File: src/hst_pkg.sv
// ----------------------------------------------------------------------------
// Heightmap triangulator package
// Shared constants, register indexes, records and state types.
// ----------------------------------------------------------------------------
`default_nettype none

package hst_pkg;

  localparam int unsigned MAX_WIDTH  = 1024;
  localparam int unsigned MAX_HEIGHT = 1024;
  localparam int unsigned COL_W      = $clog2(MAX_WIDTH);
  localparam int unsigned ROW_W      = $clog2(MAX_HEIGHT);
  localparam int unsigned SIZE_W     = 11;
  localparam int unsigned COORD_W    = 10;
  localparam int unsigned PIX_W      = 8;
  localparam int unsigned Z_W        = 20;
  localparam int unsigned CFG_W      = 16;
  localparam int unsigned CFG_IDX_W  = 3;
  localparam int unsigned NORM_W     = 16;
  localparam int unsigned DIFF_W     = 21;
  localparam int unsigned SQ_W       = 42;
  localparam int unsigned SUMSQ_W    = 44;
  localparam int unsigned RAD_W      = 60;
  localparam int unsigned ROOT_W     = 30;
  localparam int unsigned REM_W      = 34;
  localparam int unsigned MAG_W      = 29;
  localparam int unsigned NUM_W      = 46;
  localparam int unsigned QUO_W      = 15;

  typedef enum logic [CFG_IDX_W-1:0] {
    CFG_IMAGE_WIDTH   = 3'd0,
    CFG_IMAGE_HEIGHT  = 3'd1,
    CFG_HEIGHT_GAIN   = 3'd2,
    CFG_HEIGHT_OFFSET = 3'd3,
    CFG_BASE_LEVEL    = 3'd4
  } cfg_idx_e;

  typedef struct packed {
    logic [SIZE_W-1:0] width;
    logic [SIZE_W-1:0] height;
    logic [CFG_W-1:0]  gain;
    logic [CFG_W-1:0]  offset;
    logic [CFG_W-1:0]  base;
  } cfg_t;

  typedef struct packed {
    logic [COORD_W-1:0] xe;
    logic [COORD_W-1:0] ys;
    logic [Z_W-1:0]     z_nw;
    logic [Z_W-1:0]     z_ne;
    logic [Z_W-1:0]     z_sw;
    logic [Z_W-1:0]     z_se;
  } cell_t;

  typedef enum logic [2:0] {
    F_IDLE,
    F_READ,
    F_UPPER,
    F_ELEV,
    F_PUSH
  } front_state_e;

  typedef enum logic [2:0] {
    B_IDLE,
    B_SQ_A,
    B_SQ_B,
    B_ROOT,
    B_DIV_LOAD,
    B_DIV,
    B_EMIT
  } back_state_e;

endpackage

`default_nettype wire

File: src/hst_queue.sv
// ----------------------------------------------------------------------------
// Heightmap triangulator cell queue
// Two-entry queue of cell records between the front and back ends.
// ----------------------------------------------------------------------------
`default_nettype none

module hst_queue (
  input  logic           clk_i,
  input  logic           rst_ni,
  input  hst_pkg::cell_t push_data_i,
  input  logic           push_valid_i,
  output logic           push_ready_o,
  output hst_pkg::cell_t pop_data_o,
  output logic           pop_valid_o,
  input  logic           pop_ready_i
);

  import hst_pkg::*;

  cell_t      entry_q [2];
  logic       wptr_q, wptr_d;
  logic       rptr_q, rptr_d;
  logic [1:0] count_q, count_d;
  logic       do_push, do_pop;

  assign push_ready_o = (count_q != 2'd2);
  assign pop_valid_o  = (count_q != 2'd0);
  assign pop_data_o   = entry_q[rptr_q];
  assign do_push      = push_valid_i && push_ready_o;
  assign do_pop       = pop_valid_o && pop_ready_i;

  always_comb begin
    wptr_d  = do_push ? ~wptr_q : wptr_q;
    rptr_d  = do_pop ? ~rptr_q : rptr_q;
    count_d = count_q + 2'(do_push) - 2'(do_pop);
  end

  always_ff @(posedge clk_i or negedge rst_ni) begin
    if (!rst_ni) begin
      wptr_q  <= 1'b0;
      rptr_q  <= 1'b0;
      count_q <= '0;
    end else begin
      wptr_q  <= wptr_d;
      rptr_q  <= rptr_d;
      count_q <= count_d;
    end
  end

  always_ff @(posedge clk_i) begin
    if (do_push) begin
      entry_q[wptr_q] <= push_data_i;
    end
  end

endmodule

`default_nettype wire

File: config.mk
export PLATFORM = sky130hd
export DESIGN_NAME = hst_queue
export DESIGN_NICKNAME = d
export VERILOG_FILES = /design/src/hst_pkg.sv /design/src/hst_queue.sv
export SDC_FILE = /design/constraint.sdc
export NUM_CORES = 1
export LEC_CHECK = 0
export BUFFER_PORTS_ARGS = -buffer_cell sky130_fd_sc_hd__clkbuf_2
export CAP_MARGIN = 5
export CORE_MARGIN = 4
export CORE_UTILIZATION = 45
export DETAILED_ROUTE_END_ITERATION = 16
export HOLD_SLACK_MARGIN = 0.08
export PLACE_DENSITY = 0.7
export SLEW_MARGIN = 10
export SYNTH_ARGS = -nofsm -noshare
export SYNTH_HDL_FRONTEND = slang
export SYNTH_SLANG_ARGS = --single-unit
File: constraint.sdc
create_clock -name clk_i -period 6.02 [get_ports clk_i]
set_input_delay 1.204 -clock clk_i [delete_from_list [all_inputs] [get_ports clk_i]]
set_output_delay 1.204 -clock clk_i [all_outputs]
set_load 0.005 [all_outputs]
Word-level counts from Yosys, hierarchy flattened

Memories as Yosys holds them, arrays and structs flattened.
Index checks and enable logic that the tools add are counted.

Output and inout port bits: 102
Memories kept: 1
Bits in writable memories: 200
Input bits: 104
Bits in registers: 4

Muxes and demuxes: 2
Add/sub/neg operators: 2
Reduce and logical (&&, ||, !) cells: 3
Bitwise gates (word level): 2
Equal/unequal tests: 1

Memories:

| memory  | words | bits a word | rd ports | clocked after Yosys merged registers in | write ports | RTL line        | text |
|---|---|---|---|---|---|---|---|
| entry_q | 2     | 100         | 1        | 0                                       | 1           | hst_queue.sv:20 | `cell_t entry_q [2];` |

Operators by type and width:

| operator           | count |
|---|---|
| $add 2x1->2        | 1 |
| $logic_and 1x1->1  | 2 |
| $mux 1             | 2 |
| $ne 2x2->1 const B | 1 |
| $not 1->1          | 2 |
| $reduce_bool 2->1  | 1 |
| $sub 2x1->2        | 1 |

Depth between registers and ports, before layout

Gate-level depths: netlist of run 1.

Depth in word-level cells: 4
Depth in mapped cells: 7
Gate-level depth less buffers: 7

Least setup slack after synthesis of run 1

Ideal clock, no wire load.

Path kind: input-to-reg
From: in push_valid_i
To: mem entry_q[0][0] (netlist bit), enable pin
Data arrival time: 5.460 ns
Library setup time: 0.560 ns
Stages on the path: 2
Data required time: 5.460 ns
Setup slack: 0.000 ns
Cells stage by stage: nand2_1 > nor2_1

Longest elaborated chain between the ends: 3

RTL lines:

| element                      | RTL line        | text |
|---|---|---|
| start: declaration           | hst_queue.sv:11 | `input logic push_valid_i,` |
| $logic_and 1x1->1            | hst_queue.sv:29 | `assign do_push = push_valid_i && push_ready_o;` |
| $mux 1                       | hst_queue.sv:51 | `if (do_push) begin` |
| $mux 1 (not written as such) | hst_queue.sv:52 | `entry_q[wptr_q] <= push_data_i;` |
| end: declaration             | hst_queue.sv:20 |  |

Every way passes these cells.

==> metrics.log, run 1 <==
[metrics] P_leak: 3.906 nW
[metrics] remaining antenna violation count after routing: 0
[metrics] number of ports placed on the die boundary: 206
[metrics] buffers from clock root to sink, at most: 3
[metrics] starting density of the core: 45.62%
[metrics] result of the run: complete, no violations
[metrics] post-detailed-route DRC marker count: 0
[metrics] largest fanout on the critical path: 53
[metrics] Total GRT Usage: 13.82%
[metrics] Routed wire per std cell: 17.59 um
[metrics] Seq/Total Area, Yosys: 77.66%
[metrics] critical path start-end classification: register to output port
[metrics] post-synthesis share of cell area spent on and, or, nand and nor gates: 0.4137%
[metrics] top-area cell type share of the netlist area: 76.38%
[metrics] total wire length: 13,860 um
[metrics] total of flip-flops plus latches after synthesis: 204
[metrics] clock sink count: 204
[metrics] Post-Syn Instances: 328
[metrics] CTS Root Cell: clkbuf_16
[metrics] max_slew headroom: 25.16%
[metrics] Remaining Overflow, GRT: 0
[metrics] adder and majority gate portion of the synthesized area: 0.3183%
[metrics] share of post-route cells with drive strength above 1: 60.21%
[metrics] number of antenna repair diodes: 0
[metrics] count of max-cap constraint violations: 0
[metrics] CTS buffer count: 21
[metrics] setup violators final: 0
[metrics] number of H-tree levels: 1
[metrics] most frequent cells in the layout: 205 x clkbuf_2, 200 x edfxtp_1, 90 x mux2_4, 21 x clkbuf_16, 10 x mux2_2
[metrics] count of filler cells inserted in the layout: 1,348
[metrics] most frequent standard cell in the layout excluding fill and tap cells: clkbuf_2
[metrics] highest clock rate: 0.2560 GHz
[metrics] power density over the cells: 477.7 mW/mm2
[metrics] Mapped Avg Cell Area: 23.97 um2
[metrics] routed via count: 3,761
[metrics] HPWL after detailed placement: 9318 um
[metrics] max-slew violation total from the final report: 0
[metrics] number of hold-slack violations in the final timing report: 0
[metrics] data arrival time of the worst path: 2.70 ns
[metrics] Startpoint Class: register
[metrics] count of different cell masters after synthesis: 17
[metrics] ordered list of cells on the worst path: buf_4, mux2_2, clkbuf_2
[metrics] via count of the first global-routing pass: 4,107
[metrics] P&R area growth vs syn: 22.77%
[metrics] kind of end point of the critical path: output port
[metrics] measured slew at the worst slew-check pin: 1.120 ns
[metrics] xor and xnor fraction of the mapped netlist area: 0.4456%
[metrics] final critical-path share of the clock period: 64.89%
[metrics] post-synthesis compound-gate area fraction: 0%
[metrics] global-route wire length before repair: 21,600 um
[metrics] Synth area leaders: edfxtp_1 76%, mux2_4 17%, buf_12 2.3%
[metrics] crit path setup slack, layout: 2.114 ns
[metrics] post-route minimum period: 3.906 ns
[metrics] Syn Nets: 434
[metrics] width of the die: 140.2 um
[metrics] Max stage delay cell, worst path: dfrtp_4
[metrics] number of buffer cells added on primary ports: 205
[metrics] floorplan row count: 48
[metrics] number of post-CTS setup repair buffers: 0
[metrics] global placer's final weighted congestion: 0.7412
[metrics] type of the worst min-delay path: input port to asynchronous set/reset pin
[metrics] area of the die: 0.01965 mm2
[metrics] TritonCTS clock tree: done
[metrics] setup repair after global routing missed its margin: false
[metrics] data required time of the worst path: 4.82 ns
[metrics] number of buffers added to fix hold violations after cts: 0
[metrics] worst hold margin: 0.5262 ns
[metrics] IR drop worst, VDD: 0.2971 mV
[metrics] netlist area before placement: 0.007863 mm2
[metrics] largest net degree at the start of global routing: 65
[metrics] number of optimization iterations in the first detailed-route pass: 4
[metrics] dominant combinational cell family by area after synthesis: multiplexers
[metrics] share of cell area taken by muxes after synthesis: 18.62%
[metrics] post-CTS sizing: 0
[metrics] number of buffers and inverters on the critical path: 2
[metrics] vertical extent of the die: 140.2 um
[metrics] antenna violations before repair: 0
[metrics] CTS clk-pin slew, worst paths: 0.06 ns
[metrics] clock latency reported for the late side of the worst-skew pair: 0.48 ns
[metrics] cell type contributing the most total cell area after synthesis: edfxtp_1
[metrics] sum of negative setup slack: 0 ns
[metrics] violation count after the first detailed-routing iteration: 144
[metrics] Final Net Count: 655
[metrics] Floorplan Core Area: 0.01724 mm2
[metrics] Critical Path Max Stage Delay: 1.06 ns
[metrics] post-placement setup slack: 2.572 ns
[metrics] Via-to-Cell Ratio: 4.773
[metrics] final worst clock skew: 0.007853 ns
[metrics] yosys warns: 0
[metrics] CP top delay family: flip-flops
==> final cells by class <==
| class | instances | area, um2 | area share, % |
|---|---|---|---|
| Inverter | 1 | 3.754 | 0.03889 |
| Tap cell | 225 | 281.5 | 2.916 |
| Timing Repair Buffer | 209 | 1069 | 11.07 |
| Clock buffer | 23 | 533.0 | 5.522 |
| Multi-Input combinational cell | 112 | 1569 | 16.25 |
| Sequential cell | 204 | 6110 | 63.29 |
| Clock inverter | 14 | 87.58 | 0.9073 |
==> path summary, 6_finish.rpt <==
path	start	to	slack (ns)	depth (start not counted)
max	rptr_q	pop_data_o[99]	2.11	3
min	rst_ni	wptr_q	0.53	1
max reg2reg	count_q[1]	entry_q[0][72]	3.68	4
min reg2reg	count_q[0]	count_q[0]	0.55	1
max in group asynchronous	rst_ni	rptr_q	5.35	1
min in group clk_i	count_q[0]	count_q[0]	0.55	1
==> worst reg2reg max path: stages (launching register included) <==
cell and delay [ns]:
dfrtp_1 0.41, nand2b_1 0.13, nand2_1 0.15, nor2_4 0.87, buf_12 0.42
==> cells in the mapped netlist <==
cell	count
xnor2_1	3
nand2b_1	1
xor2_1	1
mux2_4	90
and3_1	1
ha_1	2
mux2_2	10
edfxtp_1	200
or2_1	1
buf_12	9
nor2_1	1
and2_1	1
buf_2	1
buf_6	1
dfrtp_1	4
nand2_1	1
inv_1	1
==> layer usage <==
metal | routed length (um) | vias up | track usage [%]
met4 | 238 | 0 | 3.876
met1 | 5252 | 1862 | 15.78
met2 | 7270 | 132 | 24.90
li1 | - | 1747 | -
met5 | 0 | - | 0
met3 | 1102 | 20 | 4.438
==> report_power, final <==
group | internal (W) | switching [W]
clock | 0.000677 | 0.000491
combinational | 0.000756 | 0.000566
sequential | 0.00195 | 0.000176
total | 0.00338 | 0.00123
==> cells by family after synthesis <==
group | after synthesis
xor gates and xnor gates | 4
adders and majority gates | 2
buffers and inverters | 12
DFF | 204
muxes | 100
and+or+nand+nor | 6
==> flip-flops by register name (all words and copies together) (netlist names) <==
register,count
entry_q,200
count_q,2
rptr_q,1
wptr_q,1
==> metrics by stage <==
stage	utilization [%]	std cells	area [um2]	power, W
after floorplan	-	328	7863	0.003113
after global placement	52.40	751	9032	0.003474
after detailed placement	52.40	751	9032	0.003512
after CTS	56.00	788	9653	0.004690
after global routing	56.00	788	9653	0.004861
final	56.00	788	9653	0.004611
Note: power is estimated with default switching activity, not from simulation.
==> run 2, diff against run 1 <==
clock period = 3.6 ns   (was 6.02 ns; I/O delays follow)
==> run 2 against run 1 <==
- clock skew down 0.0011 ns
- critical path type unchanged
- die area unchanged
- power is 68% higher
- non-clock buffer count grew 2
- core utilization rose by 0.33 points
- clock power grew 70%
- sequential power up 60%
- setup slack lost 1.3 ns
- cell area increased by 0.60%
- register-to-register slack worse by 2.0 ns
- worst hold slack lost 0.10 ns
==> metrics.log, run 2 (same netlist as run 1, synthesis figures left out) <==
[metrics] result of the run: complete, no violations
[metrics] starting density of the core: 45.62%
[metrics] total wire length: 13,610 um
[metrics] R2R cell count: 3
[metrics] final design area excluding fillers: 0.009711 mm2
[metrics] number of ports placed on the die boundary: 206
[metrics] via count of the first global-routing pass: 4,114
[metrics] Sequential Power Share: 43.7%
[metrics] CTS clk-pin slew, worst paths: 0.06 ns
[metrics] number of post-CTS setup repair buffers: 0
[metrics] net switching power figure: 0.002037 W
[metrics] post-detailed-route DRC marker count: 0
[metrics] global-route wire length before repair: 21,050 um
[metrics] setup repair after global routing missed its margin: false
[metrics] antenna violations before repair: 0
[metrics] IR drop worst, VDD: 0.4539 mV
[metrics] Top Registers: entry_q x200, count_q x2
[metrics] sum of negative setup slack: 0 ns
[metrics] count of max-cap constraint violations: 0
[metrics] worst hold margin: 0.4254 ns
[metrics] CTS Root Cell: clkbuf_16
[metrics] area of the die: 0.01965 mm2
[metrics] Startpoint Class: register
[metrics] vertical extent of the die: 140.2 um
[metrics] measured slew at the worst slew-check pin: 0.7645 ns
[metrics] max_slew headroom: 49.03%
[metrics] number of buffers and inverters on the critical path: 2
[metrics] number of hold-slack violations in the final timing report: 0
[metrics] final worst clock skew: 0.006735 ns
[metrics] critical path start-end classification: register to output port
[metrics] Via-to-Cell Ratio: 4.791
[metrics] combinational cell fraction of total power: 30.6%
[metrics] number of antenna repair diodes: 0
[metrics] kind of end point of the critical path: output port
[metrics] data arrival time of the worst path: 2.02 ns
[metrics] global placer's final weighted congestion: 0.7272
[metrics] internal power: 0.005720 W
[metrics] TritonCTS clock tree: done
[metrics] max-slew violation total from the final report: 0
[metrics] CTS buffer count: 22
[metrics] Remaining Overflow, GRT: 0
[metrics] clock sink count: 204
[metrics] largest fanout on the critical path: 42
[metrics] most frequent cells in the layout: 205 x clkbuf_2, 200 x edfxtp_1, 90 x mux2_4, 23 x clkbuf_16, 10 x mux2_2
[metrics] remaining antenna violation count after routing: 0
[metrics] number of H-tree levels: 1
[metrics] final core utilization: 56.34%
[metrics] HPWL after detailed placement: 9269 um
[metrics] data required time of the worst path: 2.88 ns
[metrics] max reg flops: 200
[metrics] largest net degree at the start of global routing: 60
[metrics] Total GRT Usage: 13.39%
[metrics] highest clock rate: 0.3646 GHz
[metrics] register bank with the most flops: entry_q
[metrics] number of buffer cells added on primary ports: 205
[metrics] final critical-path share of the clock period: 76.19%
[metrics] share of post-route cells with drive strength above 1: 60.75%
[metrics] area of placed instances: 0.009052 mm2
[metrics] width of the die: 140.2 um
[metrics] violation count after the first detailed-routing iteration: 156
[metrics] Crit. path cell count: 3
[metrics] switching power as a share of total power: 26.26%
[metrics] number of buffers added to fix hold violations after cts: 1
[metrics] Max stage delay cell, worst path: buf_4
[metrics] number of optimization iterations in the first detailed-route pass: 4
[metrics] type of the worst min-delay path: input port to register
[metrics] post-route minimum period: 2.743 ns
[metrics] ordered list of cells on the worst path: buf_4, mux2_4, clkbuf_2
[metrics] buffers from clock root to sink, at most: 3
[metrics] post-CTS sizing: 0
[metrics] worst hold path cell count: 1
[metrics] clock share of power: 25.7%
[metrics] Floorplan Core Area: 0.01724 mm2
[metrics] setup violators final: 0
[metrics] Critical Path Max Stage Delay: 0.59 ns
[metrics] Routed wire per std cell: 17.27 um
[metrics] P&R area growth vs syn: 23.50%
[metrics] floorplan row count: 48
[metrics] power density over the cells: 798.8 mW/mm2
[metrics] Final Net Count: 658
[metrics] P_leak: 3.934 nW
[metrics] routed via count: 3,775
[metrics] most frequent standard cell in the layout excluding fill and tap cells: clkbuf_2
[metrics] CP top delay family: buffers and inverters
[metrics] clock latency reported for the late side of the worst-skew pair: 0.48 ns
==> run 2: changes by cell type in the layout (fill, tap and decap cells not counted), sizes merged <==
cell | before | now
buf | 4 | 5
dlygate4sd3 | 0 | 1
clkbuf | 228 | 234
bufinv | 1 | 0
clkinv | 12 | 5
==> run 2: area by class of cell <==
cell class,instances,area (um2)
tap,225,281.5
timing repair buffer,211,1099
inverter,1,3.754
sequential,204,6110
multi-input combinational,112,1569
clock buffer,29,618.1
fill,1338,7526
clock inverter,6,30.03
==> run 2: per-stage QoR <==
stage / setup WS, ns / total power (W) / cells
finish: 0.8573 / 0.007757 / 788
global route: 0.7549 / 0.008167 / 788
CTS: 0.7982 / 0.007890 / 788
detailed placement: 1.322 / 0.005868 / 752
global placement: 1.344 / 0.005801 / 752
floorplan: 0.05624 / 0.005177 / 328
==> run 2: power by group through the flow <==
| stage | combinational, W | clock [W] | sequential, W |
|---|---|---|---|
| after global routing | 0.00257 | 0.00216 | 0.00343 |
| after floorplan | 0.00175 | 0 | 0.00343 |
| after detailed placement | 0.00242 | 0 | 0.00344 |
| after global placement | 0.00239 | 0 | 0.00341 |
| final | 0.00238 | 0.00199 | 0.00339 |
| after CTS | 0.00243 | 0.00206 | 0.00340 |
==> run 2: worst reg2reg max path, stage by stage, from the launching register on <==
cell      delay (ns)
dfrtp_1         0.41
nand2b_1        0.14
and3_4          0.63
buf_12          0.39
==> run 2: path summary, 6_finish.rpt <==
path                                      start              to  slack (ns)
worst max-delay path                     rptr_q  pop_data_o[55]        0.86
worst max register to register       count_q[1]  entry_q[1][42]        1.68
worst min register to register       count_q[0]      count_q[0]        0.54
max in group asynchronous                rst_ni          rptr_q        2.86
worst min-delay path            push_data_i[29]  entry_q[1][29]        0.43
min in group asynchronous                rst_ni      count_q[0]        0.60
==> run 2: layer usage <==
layer  global-route usage [%]  wire length (um)  vias to the layer above
met5                        0                 0                        -
met4                    4.182               251                        0
met3                    4.746              1315                       22
met2                    23.31              6880                      156
met1                    15.55              5162                     1848
li1                         -                 -                     1749
==> run 3, diff against run 2 <==
PLACE_DENSITY = 0.72   (was 0.7)
clock period = 2.3 ns   (was 3.6 ns; I/O delays follow)
==> run 3 against run 2 <==
- register-to-register slack worse by 1.1 ns
- clock power is 48% higher
- via count is 0.82% higher
- core utilization is 0.64 points higher
- sequential cell count stayed put
- sequential share of layout area is 0.71 points lower
- wire length is 2.7% higher
- sequential power is 57% higher
- non-clock buffer count is 9 higher
- clock skew hardly changed
- die area stayed put
- critical path type unchanged
- largest cell class unchanged
==> metrics.log, run 3 (same netlist as run 1, synthesis figures left out) <==
[metrics] antenna violations before repair: 0
[metrics] measured slew at the worst slew-check pin: 0.5903 ns
[metrics] final critical-path share of the clock period: 96.82%
[metrics] hold path startpoint: push_data_i[67]
[metrics] TritonCTS clock tree: done
[metrics] crit path setup slack, layout: 0.07311 ns
[metrics] number of ports placed on the die boundary: 206
[metrics] data required time of the worst path: 1.84 ns
[metrics] count of max-cap constraint violations: 0
[metrics] number of hold-slack violations in the final timing report: 0
[metrics] max-slew violation total from the final report: 0
[metrics] result of the run: complete, no violations
[metrics] final worst clock skew: 0.006238 ns
[metrics] number of buffers and inverters on the critical path: 3
[metrics] data arrival time of the worst path: 1.77 ns
[metrics] CP top delay family: flip-flops
[metrics] routed via count: 3,806
[metrics] area of the die: 0.01965 mm2
[metrics] CTS clk-pin slew, worst paths: 0.06 ns
[metrics] kind of end point of the critical path: output port
[metrics] number of buffer cells added on primary ports: 205
[metrics] share of post-route cells with drive strength above 1: 61.32%
[metrics] starting density of the core: 45.62%
[metrics] clock sink count: 204
[metrics] CTS buffer count: 21
[metrics] worst hold margin: 0.1664 ns
[metrics] Final Net Count: 666
[metrics] width of the die: 140.2 um
[metrics] violation count after the first detailed-routing iteration: 183
[metrics] power density over the cells: 1250 mW/mm2
[metrics] source of the worst register-to-register timing path: count_q[1]
[metrics] max reg flops: 200
[metrics] number of optimization iterations in the first detailed-route pass: 4
[metrics] type of the worst min-delay path: input port to register
[metrics] P_leak: 3.986 nW
[metrics] Worst Hold Path EP: entry_q[1][67]
[metrics] Max stage delay cell, worst path: dfrtp_4
[metrics] post-route minimum period: 2.227 ns
[metrics] largest fanout on the critical path: 27
[metrics] highest clock rate: 0.4491 GHz
[metrics] critical path start-end classification: register to output port
[metrics] Total GRT Usage: 13.71%
[metrics] Startpoint Class: register
[metrics] P&R area growth vs syn: 24.90%
[metrics] ordered list of cells on the worst path: buf_4, buf_12, mux2_4, clkbuf_2
[metrics] IR drop worst, VDD: 0.8390 mV
[metrics] Via-to-Cell Ratio: 4.763
[metrics] R2R Path End: count_q[1]
[metrics] clock latency reported for the late side of the worst-skew pair: 0.48 ns
[metrics] worst hold path cell count: 1
[metrics] Top Registers: entry_q x200, count_q x2
[metrics] number of antenna repair diodes: 0
[metrics] Critical Path Max Stage Delay: 0.49 ns
[metrics] number of H-tree levels: 1
[metrics] global placer's final weighted congestion: 0.7297
[metrics] most frequent cells in the layout: 205 x clkbuf_2, 200 x edfxtp_1, 90 x mux2_4, 21 x clkbuf_16, 10 x mux2_2
[metrics] most frequent standard cell in the layout excluding fill and tap cells: clkbuf_2
[metrics] Floorplan Core Area: 0.01724 mm2
[metrics] HPWL after detailed placement: 9573 um
[metrics] Routed wire per std cell: 17.49 um
[metrics] R2R cell count: 7
[metrics] max_slew headroom: 60.65%
[metrics] floorplan row count: 48
[metrics] total wire length: 13,980 um
[metrics] CTS Root Cell: clkbuf_16
[metrics] vertical extent of the die: 140.2 um
[metrics] largest net degree at the start of global routing: 57
[metrics] post-detailed-route DRC marker count: 0
[metrics] remaining antenna violation count after routing: 0
[metrics] buffers from clock root to sink, at most: 3
[metrics] setup violators final: 0
[metrics] post-placement setup slack: 0.3185 ns
[metrics] via count of the first global-routing pass: 4,051
[metrics] count of filler cells inserted in the layout: 1,315
[metrics] Remaining Overflow, GRT: 0
[metrics] register bank with the most flops: entry_q
[metrics] global-route wire length before repair: 21,310 um
[metrics] setup repair after global routing missed its margin: false
[metrics] reg-to-reg slack, setup: 0.57 ns
run 3: cell count changes in the layout (fill, tap and decap cells not counted), sizes merged:
cell / previous run / this run
inv: 1 / 2
buf: 5 / 14
clkinv: 5 / 10
clkbuf: 234 / 230
run 3: final cells by class:
type | instances | area (um2) | area share [%]
clock buffer | 25 | 540.5 | 5.504
clock inverter | 12 | 65.06 | 0.6625
inverter | 1 | 3.754 | 0.03822
multi-input combinational | 112 | 1572 | 16.00
sequential | 204 | 6110 | 62.21
tap | 225 | 281.5 | 2.867
timing repair buffer | 220 | 1249 | 12.72
run 3: where the power goes:
| part | switching [W] | leakage [nW] | internal, W |
|---|---|---|---|
| registers | 0.000218 | 1.90 | 0.00509 |
| clock network | 0.00127 | 0.298 | 0.00168 |
| logic | 0.00181 | 1.79 | 0.00221 |
run 3: worst max-delay path by stage:
stage / depth (start not counted) / slack (ns) / startpoint / end
final: 4 / 0.07 / rptr_q / pop_data_o[3]
after global routing: 4 / 0.02 / rptr_q / pop_data_o[37]
after CTS: 4 / 0.05 / rptr_q / pop_data_o[3]
after detailed placement: 3 / 0.32 / rptr_q / pop_data_o[80]
after global placement: 3 / 0.33 / rptr_q / pop_data_o[98]
after floorplan: 3 / -0.23 / count_q[1] / entry_q[0][0]
run 3: timing repair:
item / in CTS / in global routing
resized for setup: 0 / 0
buffers inserted: 5 / 0
hold buffers: 1 / 0
endpoints found under the hold margin: 4 / 0
setup endpoints to repair: 80 / 0
run 3: layer usage:
layer / wire length [um] / vias to the layer above / GRT usage, %
met1: 5155 / 1859 / 16.00
met4: 296 / 0 / 4.233
met2: 7323 / 160 / 24.19
li1: - / 1764 / -
met3: 1199 / 23 / 4.336
met5: 0 / - / 0
run 3: through the flow:
| stage | utilization, % | power (W) | setup TNS, ns | cell area (um2) | std cells |
|---|---|---|---|---|---|
| after floorplan | - | 0.008078 | -22.74 | 7874 | 328 |
| final | 56.98 | 0.01227 | 0 | 9821 | 799 |
| after detailed placement | 53.00 | 0.009327 | 0 | 9135 | 756 |
| after CTS | 56.98 | 0.01249 | 0 | 9821 | 799 |
| after global routing | 56.98 | 0.01292 | 0 | 9821 | 799 |
| after global placement | 53.00 | 0.009219 | 0 | 9135 | 756 |
